## config.mk

```make
export PLATFORM = sky130hd
export DESIGN_NAME = gsa_ctrl
export DESIGN_NICKNAME = d
export VERILOG_FILES = /design/src/rtl/generational_slot_allocator_unit_assert.svh /design/src/rtl/gsa_pkg.sv /design/src/rtl/gsa_ctrl.sv
export SDC_FILE = /design/constraint.sdc
export NUM_CORES = 1
export LEC_CHECK = 0
export BUFFER_PORTS_ARGS = -buffer_cell sky130_fd_sc_hd__buf_2
export CORE_AREA = 2 2 39 41
export CTS_CLUSTER_SIZE = 25
export DETAILED_ROUTE_END_ITERATION = 6
export DIE_AREA = 0 0 41 43
export PLACE_DENSITY_LB_ADDON = 0.1
export SKIP_CTS_REPAIR_TIMING = 1
export SYNTH_ARGS = -nofsm -noshare
export SYNTH_HDL_FRONTEND = slang
export SYNTH_SLANG_ARGS = --single-unit
```

## constraint.sdc

```tcl
create_clock -name clk -period 4 [get_ports clk]
set_clock_uncertainty 0.2 [all_clocks]
set_input_delay 0.2 -clock clk [delete_from_list [all_inputs] [get_ports clk]]
set_output_delay 0.2 -clock clk [all_outputs]
set_load 0.05 [all_outputs]
```

## src/rtl/generational_slot_allocator_unit_assert.svh

```systemverilog
// Assertion macros used by the slot allocator datapath.
`ifndef GENERATIONAL_SLOT_ALLOCATOR_UNIT_ASSERT_SVH
`define GENERATIONAL_SLOT_ALLOCATOR_UNIT_ASSERT_SVH

// Same-cycle implication, disabled during reset.
`define GSA_ASSERT_IMPL(label, clk, rst_n, ante, cons, msg) \
    label: assert property (@(posedge clk) disable iff (!rst_n) (ante) |-> (cons)) \
        else $error(msg);

// Next-cycle implication, disabled during reset.
`define GSA_ASSERT_NEXT(label, clk, rst_n, ante, cons, msg) \
    label: assert property (@(posedge clk) disable iff (!rst_n) (ante) |=> (cons)) \
        else $error(msg);

`endif

```

## src/rtl/gsa_pkg.sv

```systemverilog
// Types and constants of the generational slot allocator.
package gsa_pkg;

    localparam int SLOTS      = 8192;
    localparam int FREE_DEPTH = 8192;
    localparam int TYPES      = 16;
    localparam int GEN_BITS   = 16;
    localparam int TYPE_CAP   = 8192;

    localparam int SLOT_W  = 13;
    localparam int FREE_AW = 13;
    localparam int TOP_W   = 14;
    localparam int CNT_W   = 14;
    localparam int TYPE_W  = 4;
    localparam int CAP_W   = 14;
    localparam int CMD_W   = 2;
    localparam int ST_W    = 3;

    localparam logic [CAP_W-1:0] CAP_RESET = 14'd6000;

    typedef enum logic [CMD_W-1:0] {
        CMD_ADD    = 2'd0,
        CMD_DELETE = 2'd1,
        CMD_LOOKUP = 2'd2,
        CMD_NOP    = 2'd3
    } cmd_t;

    typedef enum logic [ST_W-1:0] {
        ST_OK        = 3'd0,
        ST_RANGE     = 3'd1,
        ST_STALE     = 3'd2,
        ST_TYPE      = 3'd3,
        ST_NOSLOT    = 3'd4,
        ST_STACKFULL = 3'd5,
        ST_COUNT     = 3'd6
    } status_t;

    typedef enum logic [1:0] {
        S_CLEAR,
        S_IDLE,
        S_READ,
        S_EXEC
    } state_t;

    typedef struct packed {
        logic [GEN_BITS-1:0] gen;
        logic [TYPE_W-1:0]   etype;
        logic [SLOT_W-1:0]   bidx;
    } slot_entry_t;

    typedef struct packed {
        logic clear_step;
        logic capture;
        logic latch_slot;
        logic execute;
    } ctrl_cmd_t;

    typedef struct packed {
        logic clear_last;
    } dp_status_t;

endpackage

```

## src/rtl/gsa_ctrl.sv

```systemverilog
// Controller state machine: clearing pass, transaction capture, read and execute steps.
module gsa_ctrl
    import gsa_pkg::*;
(
    input  logic       clk,
    input  logic       rst_n,
    input  logic       start,
    input  dp_status_t dp_status,
    output ctrl_cmd_t  ctrl_cmd,
    output logic       busy
);

    state_t state_reg;
    state_t state_next;

    always_ff @(posedge clk or negedge rst_n)
    begin
        if (!rst_n)
        begin
            state_reg <= S_CLEAR;
        end
        else
        begin
            state_reg <= state_next;
        end
    end

    always_comb
    begin
        state_next = state_reg;
        case (state_reg)
            S_CLEAR:
            begin
                if (dp_status.clear_last)
                begin
                    state_next = S_IDLE;
                end
            end
            S_IDLE:
            begin
                if (start)
                begin
                    state_next = S_READ;
                end
            end
            S_READ:
            begin
                state_next = S_EXEC;
            end
            S_EXEC:
            begin
                state_next = S_IDLE;
            end
            default:
            begin
                state_next = S_IDLE;
            end
        endcase
    end

    always_comb
    begin
        ctrl_cmd = '0;
        busy     = 1'b1;
        case (state_reg)
            S_CLEAR:
            begin
                ctrl_cmd.clear_step = 1'b1;
            end
            S_IDLE:
            begin
                busy             = 1'b0;
                ctrl_cmd.capture = start;
            end
            S_READ:
            begin
                ctrl_cmd.latch_slot = 1'b1;
            end
            S_EXEC:
            begin
                ctrl_cmd.execute = 1'b1;
            end
            default:
            begin
                busy = 1'b1;
            end
        endcase
    end

endmodule

```

==> impl_metrics.sql, run 1 <==
INSERT INTO impl_metrics (metric_group, metric, value, unit) VALUES
('sta', 'achievable-frequency', '572', 'MHz'),
('die', 'placementRows', '14', ''),
('clocking', 'cts_sinks', '2', ''),
('drt', 'detailedRoute.firstPassIterationCount', '4', ''),
('sta', 'rsz0062_at_grt', 'false', ''),
('logic_synthesis', 'yosysWarningCount', '0', ''),
('global_routing', 'grt_pass1_vias', '155', ''),
('clocking', 'root_buffer', 'sky130_fd_sc_hd__clkbuf_4', ''),
('die', 'boundaryPins', '9', ''),
('sta', 'slew-limit-headroom', '83.3', '%'),
('global_routing', 'grt_antenna_before_repair', '0', ''),
('logic_synthesis', 'post_synth.cell_area_avg', '10.4', 'um2'),
('place', 'post-dp-hpwl', '269', 'um'),
('drt', 'route.detailed.wl_per_inst', '8.16', 'um'),
('critical_path', 'worst-r2r-cell-count', '5', ''),
('critical_path', 'worst_setup_path_end_kind', 'output port', ''),
('status', 'outcome', 'finished, final reports clean', ''),
('logic_synthesis', 'synth_area_leaders', 'sky130_fd_sc_hd__dfrtp_1, sky130_fd_sc_hd__ha_1, sky130_fd_sc_hd__inv_1', ''),
('sta', 'totalNegativeSetupSlack', '0', 'ps'),
('clocking', 'path_clk_slew', '30', 'ps'),
('die', 'core_area', '1380', 'um2'),
('drt', 'vias_per_cell', '3.09', ''),
('clocking', 'numCtsBuffers', '3', ''),
('drt', 'dr.first_iter.drc_count', '2', ''),
('critical_path', 'critPathKind', 'reg -> out', ''),
('logic_synthesis', 'netlist_top_cells_count', 'sky130_fd_sc_hd__ha_1, sky130_fd_sc_hd__inv_1, sky130_fd_sc_hd__dfrtp_1, sky130_fd_sc_hd__o21ai_0', ''),
('layout', 'nFillCells', '155', ''),
('sta', 'max_slew.worst_pin.slew', '252', 'ps'),
('layout', 'largest_register_ff_count', '2', ''),
('job', 'cap_violations', '0', ''),
('drt', 'antenna_viol_nets_final', '0', ''),
('layout', 'num_antenna_cells', '0', ''),
('drt', 'remaining_drc_errors', '0', ''),
('clocking', 'htreeDepth', '1', ''),
('drt', 'routed-via-count', '136', ''),
('logic_synthesis', 'synth_largest_type_area_fraction', '30.1', '%'),
('layout', 'sequential_cell_area', '50.0', 'um2'),
('die', 'fp.dieW', '41', 'um'),
('logic_synthesis', 'postSynth.topFlopCell', 'sky130_fd_sc_hd__dfrtp_1', ''),
('logic_synthesis', 'fraction_of_synthesis_flops_using_an_asynchronous_set_or_reset_pin', '100', '%'),
('critical_path', 'setup.worst_path.start_class', 'register', ''),
('sta', 'final.min_clock_period', '1750', 'ps'),
('global_routing', 'grt_pass1_wl', '579', 'um'),
('critical_path', 'critical_path.max_fanout', '4', ''),
('layout', 'fin_nets', '38', ''),
('place', 'gp_congestion', '0.653', ''),
('min_path', 'hold_path_class', 'in -> async', ''),
('critical_path', 'critPathArrivalTime', '1350', 'ps'),
('layout', 'layout-drive-gt1-share', '50.0', '%'),
('logic_synthesis', 'number_of_flops_mapped_to_enable_cells_by_yosys', '0', ''),
('clocking', 'clock_latency_at_the_later_pin_of_the_worst_skew_pair', '220', 'ps'),
('clocking', 'clock_tree.buffer_depth', '2', ''),
('global_routing', 'grt_start_max_net_pins', '5', ''),
('die', 'dieArea', '1760', 'um2'),
('layout', 'multi_input_area', '101', 'um2'),
('sta', 'layout_worst_path_cycle_share', '43.7', '%'),
('logic_synthesis', 'seq_area_frac_synth', '30.1', '%'),
('sta', 'finalHoldViolations', '0', ''),
('logic_synthesis', 'synthDominantAreaCellType', 'sky130_fd_sc_hd__dfrtp_1', ''),
('logic_synthesis', 'ys_seq_elements', '2', ''),
('sta', 'slew_viol_final', '0', ''),
('logic_synthesis', 'synth_fp_nets', '24', ''),
('drt', 'wl', '359', 'um'),
('place', 'numPortBuffers', '8', ''),
('logic_synthesis', 'postSynthCellCount', '16', ''),
('logic_synthesis', 'synth.cell_area', '166', 'um2'),
('die', 'die_height', '43', 'um'),
('clocking', 'clock_tree_from_tritoncts', 'done', ''),
('layout', 'syn2layout_area_growth', '55.6', '%'),
('global_routing', 'grtUsageTotal', '5.61', '%'),
('die', 'floorplan.initialDensity', '12.0', '%'),
('sta', 'timing.final.setup_violations', '0', ''),
('logic_synthesis', 'number_of_library_cell_types_mapped_by_synthesis', '8', ''),
('global_routing', 'global_route.overflow_total', '0', ''),
('critical_path', 'cp_data_required_time', '3600', 'ps');
layer usage:
layer	global-route usage, %	part of all wire, %	wire length, um	up-vias
met5	0	0	0	-
li1	-	-	-	74
met3	2.09	14	51	0
met4	8.00	0	0	0
met2	7.81	46	164	9
met1	4.79	40	142	53
through the flow:
stage / hold WS (ps) / worst slack (ps) / area (um2) / utilization [%] / cells
after floorplan: -296 / 2010 / 166 / - / 16
after global placement: -216 / 2430 / 226 / 16.4 / 40
after detailed placement: -215 / 2430 / 226 / 16.4 / 40
after CTS: -454 / 2230 / 249 / 18.0 / 43
after global routing: 111 / 2110 / 259 / 18.7 / 44
final: 98.7 / 2250 / 259 / 18.7 / 44
layout make-up:
type / count / share of cell area (%)
timing repair buffer: 9 / 19.3
tap: 16 / 7.73
multi-input combinational: 10 / 39.1
sequential: 2 / 19.3
clock buffer: 3 / 8.70
inverter: 4 / 5.80
cell families (layout without fill, tap and decap cells):
group           count (synthesis)  in the layout  synth area share, %
compound gates                  3              3                 11.3
fa+ha+maj                       4              4                 30.1
buf+inv                         4             16                 9.02
flops                           2              2                 30.1
mux                             1              1                 9.02
simple gates                    2              2                 10.5
path summary, 6_finish.rpt:
kind                                    from      endpoint  slack, ps
max in group asynchronous              rst_n  state_reg[0]       3410
worst max-delay path            state_reg[1]   ctrl_cmd[2]       2250
worst min register to register  state_reg[1]  state_reg[1]        390
worst max register to register  state_reg[0]  state_reg[1]       2430
worst min-delay path                   rst_n  state_reg[1]        100
min in group clk                   dp_status  state_reg[0]        110
cells in the final DEF (no fill, tap or decap):
cell	netlist	final
sky130_fd_sc_hd__o21ai_0	2	2
sky130_fd_sc_hd__ha_1	4	4
sky130_fd_sc_hd__clkbuf_4	0	3
sky130_fd_sc_hd__nor2b_4	1	1
sky130_fd_sc_hd__inv_1	4	4
sky130_fd_sc_hd__a21oi_2	1	1
sky130_fd_sc_hd__buf_2	0	8
sky130_fd_sc_hd__mux2_4	1	1
sky130_fd_sc_hd__nor2_1	1	1
sky130_fd_sc_hd__dfrtp_1	2	2
sky130_fd_sc_hd__dlygate4sd3_1	0	1
critical path: stages, from the launching register on:
cell,delay [ps]
sky130_fd_sc_hd__dfrtp_1,410
sky130_fd_sc_hd__inv_1,90
sky130_fd_sc_hd__ha_1,200
sky130_fd_sc_hd__inv_1,70
sky130_fd_sc_hd__nor2_1,90
sky130_fd_sc_hd__buf_2,260
Power of run 1 is left out: the tool's default activity adds up to more than one toggle a clock period on the data nets, which glitch-free logic cannot reach.
==> inputs of run 2 (changes only) <==
--- a/config.mk
+++ b/config.mk
@@ -5,6 +5,7 @@
 export SDC_FILE = /design/constraint.sdc
 export NUM_CORES = 1
 export LEC_CHECK = 0
+export ABC_AREA = 1
 export BUFFER_PORTS_ARGS = -buffer_cell sky130_fd_sc_hd__buf_2
 export CORE_AREA = 2 2 39 41
 export CTS_CLUSTER_SIZE = 25
==> constraint.sdc (replaced) <==
create_clock -name clk -period 1.8 [get_ports clk]
set_clock_uncertainty 0.2 [all_clocks]
set_input_delay 0.09 -clock clk [delete_from_list [all_inputs] [get_ports clk]]
set_output_delay 0.09 -clock clk [all_outputs]
set_load 0.05 [all_outputs]
==> run 2 against run 1 <==
Against the previous run:
- synthesized cell count grew 38%
- worst setup slack worse by 2000 ps
- register-to-register slack worse by 1900 ps
- wire length shrank 2.5%
- clock-buffer cell count unchanged
- first-iteration DRC count stayed put
- critical path depth unchanged
- highest routed layer unchanged
- final cell count grew 16%
- worst hold slack got worse by 62 ps
- sequential share of layout area shrank 0.72 points
==> impl_metrics.sql, run 2 <==
INSERT INTO impl_metrics (metric_group, metric, value, unit) VALUES
('status', 'outcome', 'finished, final reports clean', ''),
('drt', 'route.detailed.wl_per_inst', '6.86', 'um'),
('clocking', 'path_clk_slew', '30', 'ps'),
('sta', 'timing.final.setup_violations', '0', ''),
('layout', 'multi_input_area', '93.8', 'um2'),
('place', 'dp.cells', '46', ''),
('job', 'cap_violations', '0', ''),
('die', 'core_area', '1380', 'um2'),
('layout', 'fin_nets', '45', ''),
('layout', 'nFillCells', '167', ''),
('global_routing', 'grt_pass1_vias', '169', ''),
('logic_synthesis', 'yosys.cell_count.top_type', 'sky130_fd_sc_hd__nand2_1', ''),
('drt', 'dr.first_iter.drc_count', '2', ''),
('layout', 'syn2layout_area_growth', '61.7', '%'),
('critical_path', 'cp_data_required_time', '1510', 'ps'),
('layout', 'sequential_cell_area', '50.0', 'um2'),
('sta', 'totalNegativeSetupSlack', '0', 'ps'),
('logic_synthesis', 'synthDominantAreaCellType', 'sky130_fd_sc_hd__dfrtp_1', ''),
('sta', 'final.min_clock_period', '1560', 'ps'),
('global_routing', 'grt_antenna_before_repair', '0', ''),
('logic_synthesis', 'synth_area_leaders', 'sky130_fd_sc_hd__dfrtp_1, sky130_fd_sc_hd__ha_1, sky130_fd_sc_hd__nand2_1', ''),
('clocking', 'numCtsBuffers', '3', ''),
('global_routing', 'grt_start_max_net_pins', '5', ''),
('critical_path', 'critPathArrivalTime', '1270', 'ps'),
('die', 'floorplan.initialDensity', '12.0', '%'),
('global_routing', 'global_route.overflow_total', '0', ''),
('sta', 'rsz0062_at_grt', 'false', ''),
('layout', 'num_antenna_cells', '0', ''),
('logic_synthesis', 'postSynthCellCount', '22', ''),
('clocking', 'htreeDepth', '1', ''),
('layout', 'layout.cells.most_common_list', 'sky130_fd_sc_hd__buf_2, sky130_fd_sc_hd__nand2_1, sky130_fd_sc_hd__inv_1, sky130_fd_sc_hd__ha_1, sky130_fd_sc_hd__clkbuf_4', ''),
('logic_synthesis', 'synth_fp_nets', '30', ''),
('logic_synthesis', 'netlist_top_cells_count', 'sky130_fd_sc_hd__nand2_1, sky130_fd_sc_hd__inv_1, sky130_fd_sc_hd__ha_1', ''),
('logic_synthesis', 'postSynth.topFlopCell', 'sky130_fd_sc_hd__dfrtp_1', ''),
('logic_synthesis', 'number_of_library_cell_types_mapped_by_synthesis', '6', ''),
('die', 'boundaryPins', '9', ''),
('sta', 'finalHoldViolations', '0', ''),
('place', 'gp_congestion', '0.642', ''),
('critical_path', 'worst-r2r-cell-count', '6', ''),
('die', 'dieArea', '1760', 'um2'),
('logic_synthesis', 'yosysWarningCount', '0', ''),
('drt', 'vias_per_cell', '3.20', ''),
('drt', 'antenna_viol_nets_final', '0', ''),
('logic_synthesis', 'seq_area_frac_synth', '30.1', '%'),
('drt', 'remaining_drc_errors', '0', ''),
('logic_synthesis', 'synth_largest_type_area_fraction', '30.1', '%'),
('logic_synthesis', 'synth.cell_area', '166', 'um2'),
('critical_path', 'setup.worst_path.start_class', 'register', ''),
('critical_path', 'worst_setup_path_end_kind', 'output port', ''),
('clocking', 'clock_tree.buffer_depth', '2', ''),
('layout', 'finish.utilization', '19.4', '%'),
('die', 'placementRows', '14', ''),
('place', 'numPortBuffers', '8', ''),
('layout', 'layout.cells.non_filler', '51', ''),
('critical_path', 'critical_path.max_fanout', '4', ''),
('logic_synthesis', 'ys_seq_elements', '2', ''),
('sta', 'achievable-frequency', '641', 'MHz'),
('drt', 'detailedRoute.firstPassIterationCount', '2', ''),
('sta', 'slew_viol_final', '0', ''),
('die', 'die_height', '43', 'um'),
('min_path', 'hold_path_class', 'in -> reg', ''),
('logic_synthesis', 'number_of_flops_mapped_to_enable_cells_by_yosys', '0', ''),
('clocking', 'clock_latency_at_the_later_pin_of_the_worst_skew_pair', '220', 'ps'),
('logic_synthesis', 'post_synth.cell_area_avg', '7.56', 'um2'),
('sta', 'layout_worst_path_cycle_share', '86.6', '%'),
('die', 'fp.dieW', '41', 'um'),
('critical_path', 'critPathKind', 'reg -> out', ''),
('layout', 'layout-drive-gt1-share', '37.1', '%'),
('place', 'post-dp-hpwl', '269', 'um'),
('global_routing', 'grtUsageTotal', '5.03', '%'),
('min_path', 'hold-path-cell-count', '5', ''),
('sta', 'slew-limit-headroom', '83.3', '%'),
('logic_synthesis', 'fraction_of_synthesis_flops_using_an_asynchronous_set_or_reset_pin', '100', '%'),
('sta', 'max_slew.worst_pin.slew', '252', 'ps'),
('layout', 'final_common_cell', 'sky130_fd_sc_hd__buf_2', ''),
('drt', 'routed-via-count', '163', ''),
('sta', 'worst_hold_slack', '37.0', 'ps'),
('global_routing', 'grt_pass1_wl', '524', 'um'),
('clocking', 'cts_sinks', '2', ''),
('clocking', 'clock_tree_from_tritoncts', 'done', ''),
('layout', 'largest_register_ff_count', '2', ''),
('clocking', 'root_buffer', 'sky130_fd_sc_hd__clkbuf_4', ''),
('drt', 'wl', '350', 'um');
[run 2: cell types whose count changed after synthesis, sizes merged]
cell,change
o21ai,-2
a21oi,-1
inv,+2
nor2b,-1
mux2,-1
nand3,+1
nor2,-1
nand2,+9
[run 2: through the flow]
| step | cell area, um2 | worst slack (ps) |
|---|---|---|
| CTS | 249 | 218 |
| global placement | 226 | 464 |
| finish | 269 | 241 |
| global route | 269 | 142 |
| detailed placement | 226 | 464 |
| floorplan | 166 | 236 |
[run 2: cells by family after synthesis]
group / count (synthesis) / synth area share (%)
and+or+nand+nor: 10 / 26.3
buffers and inverters: 6 / 13.5
adders and majority gates: 4 / 30.1
DFF: 2 / 30.1
[run 2: cell type report]
type	count	share of cell area, %
Timing Repair Buffer	10	22.3
Tap cell	16	7.44
Clock buffer	3	8.37
Sequential cell	2	18.6
Multi-Input combinational cell	14	34.9
Inverter	6	8.37
[run 2: critical path: stages (launching register included)]
cell and delay, ps:
sky130_fd_sc_hd__dfrtp_1 400, sky130_fd_sc_hd__inv_1 90, sky130_fd_sc_hd__ha_1 200, sky130_fd_sc_hd__nand2_1 60
sky130_fd_sc_hd__inv_1 50, sky130_fd_sc_hd__buf_2 250
[run 2: path summary, 6_finish.rpt]
| kind | startpoint | end | slack, ps |
|---|---|---|---|
| worst max-delay path | state_reg[1] | ctrl_cmd[2] | 240 |
| worst min-delay path | dp_status | state_reg[0] | 40 |
| worst max register to register | state_reg[0] | state_reg[0] | 520 |
| worst min register to register | state_reg[1] | state_reg[1] | 340 |
| max in group asynchronous | rst_n | state_reg[0] | 760 |
| min in group asynchronous | rst_n | state_reg[1] | 520 |
[run 2: layer usage]
layer / GRT usage, % / up-vias / wire, um
met5: 0 / - / 0
met4: 8.00 / 0 / 0
met3: 1.57 / 0 / 20
met2: 6.56 / 4 / 189
met1: 4.52 / 70 / 139
li1: - / 89 / -
Power of run 2 is left out for the same reason.
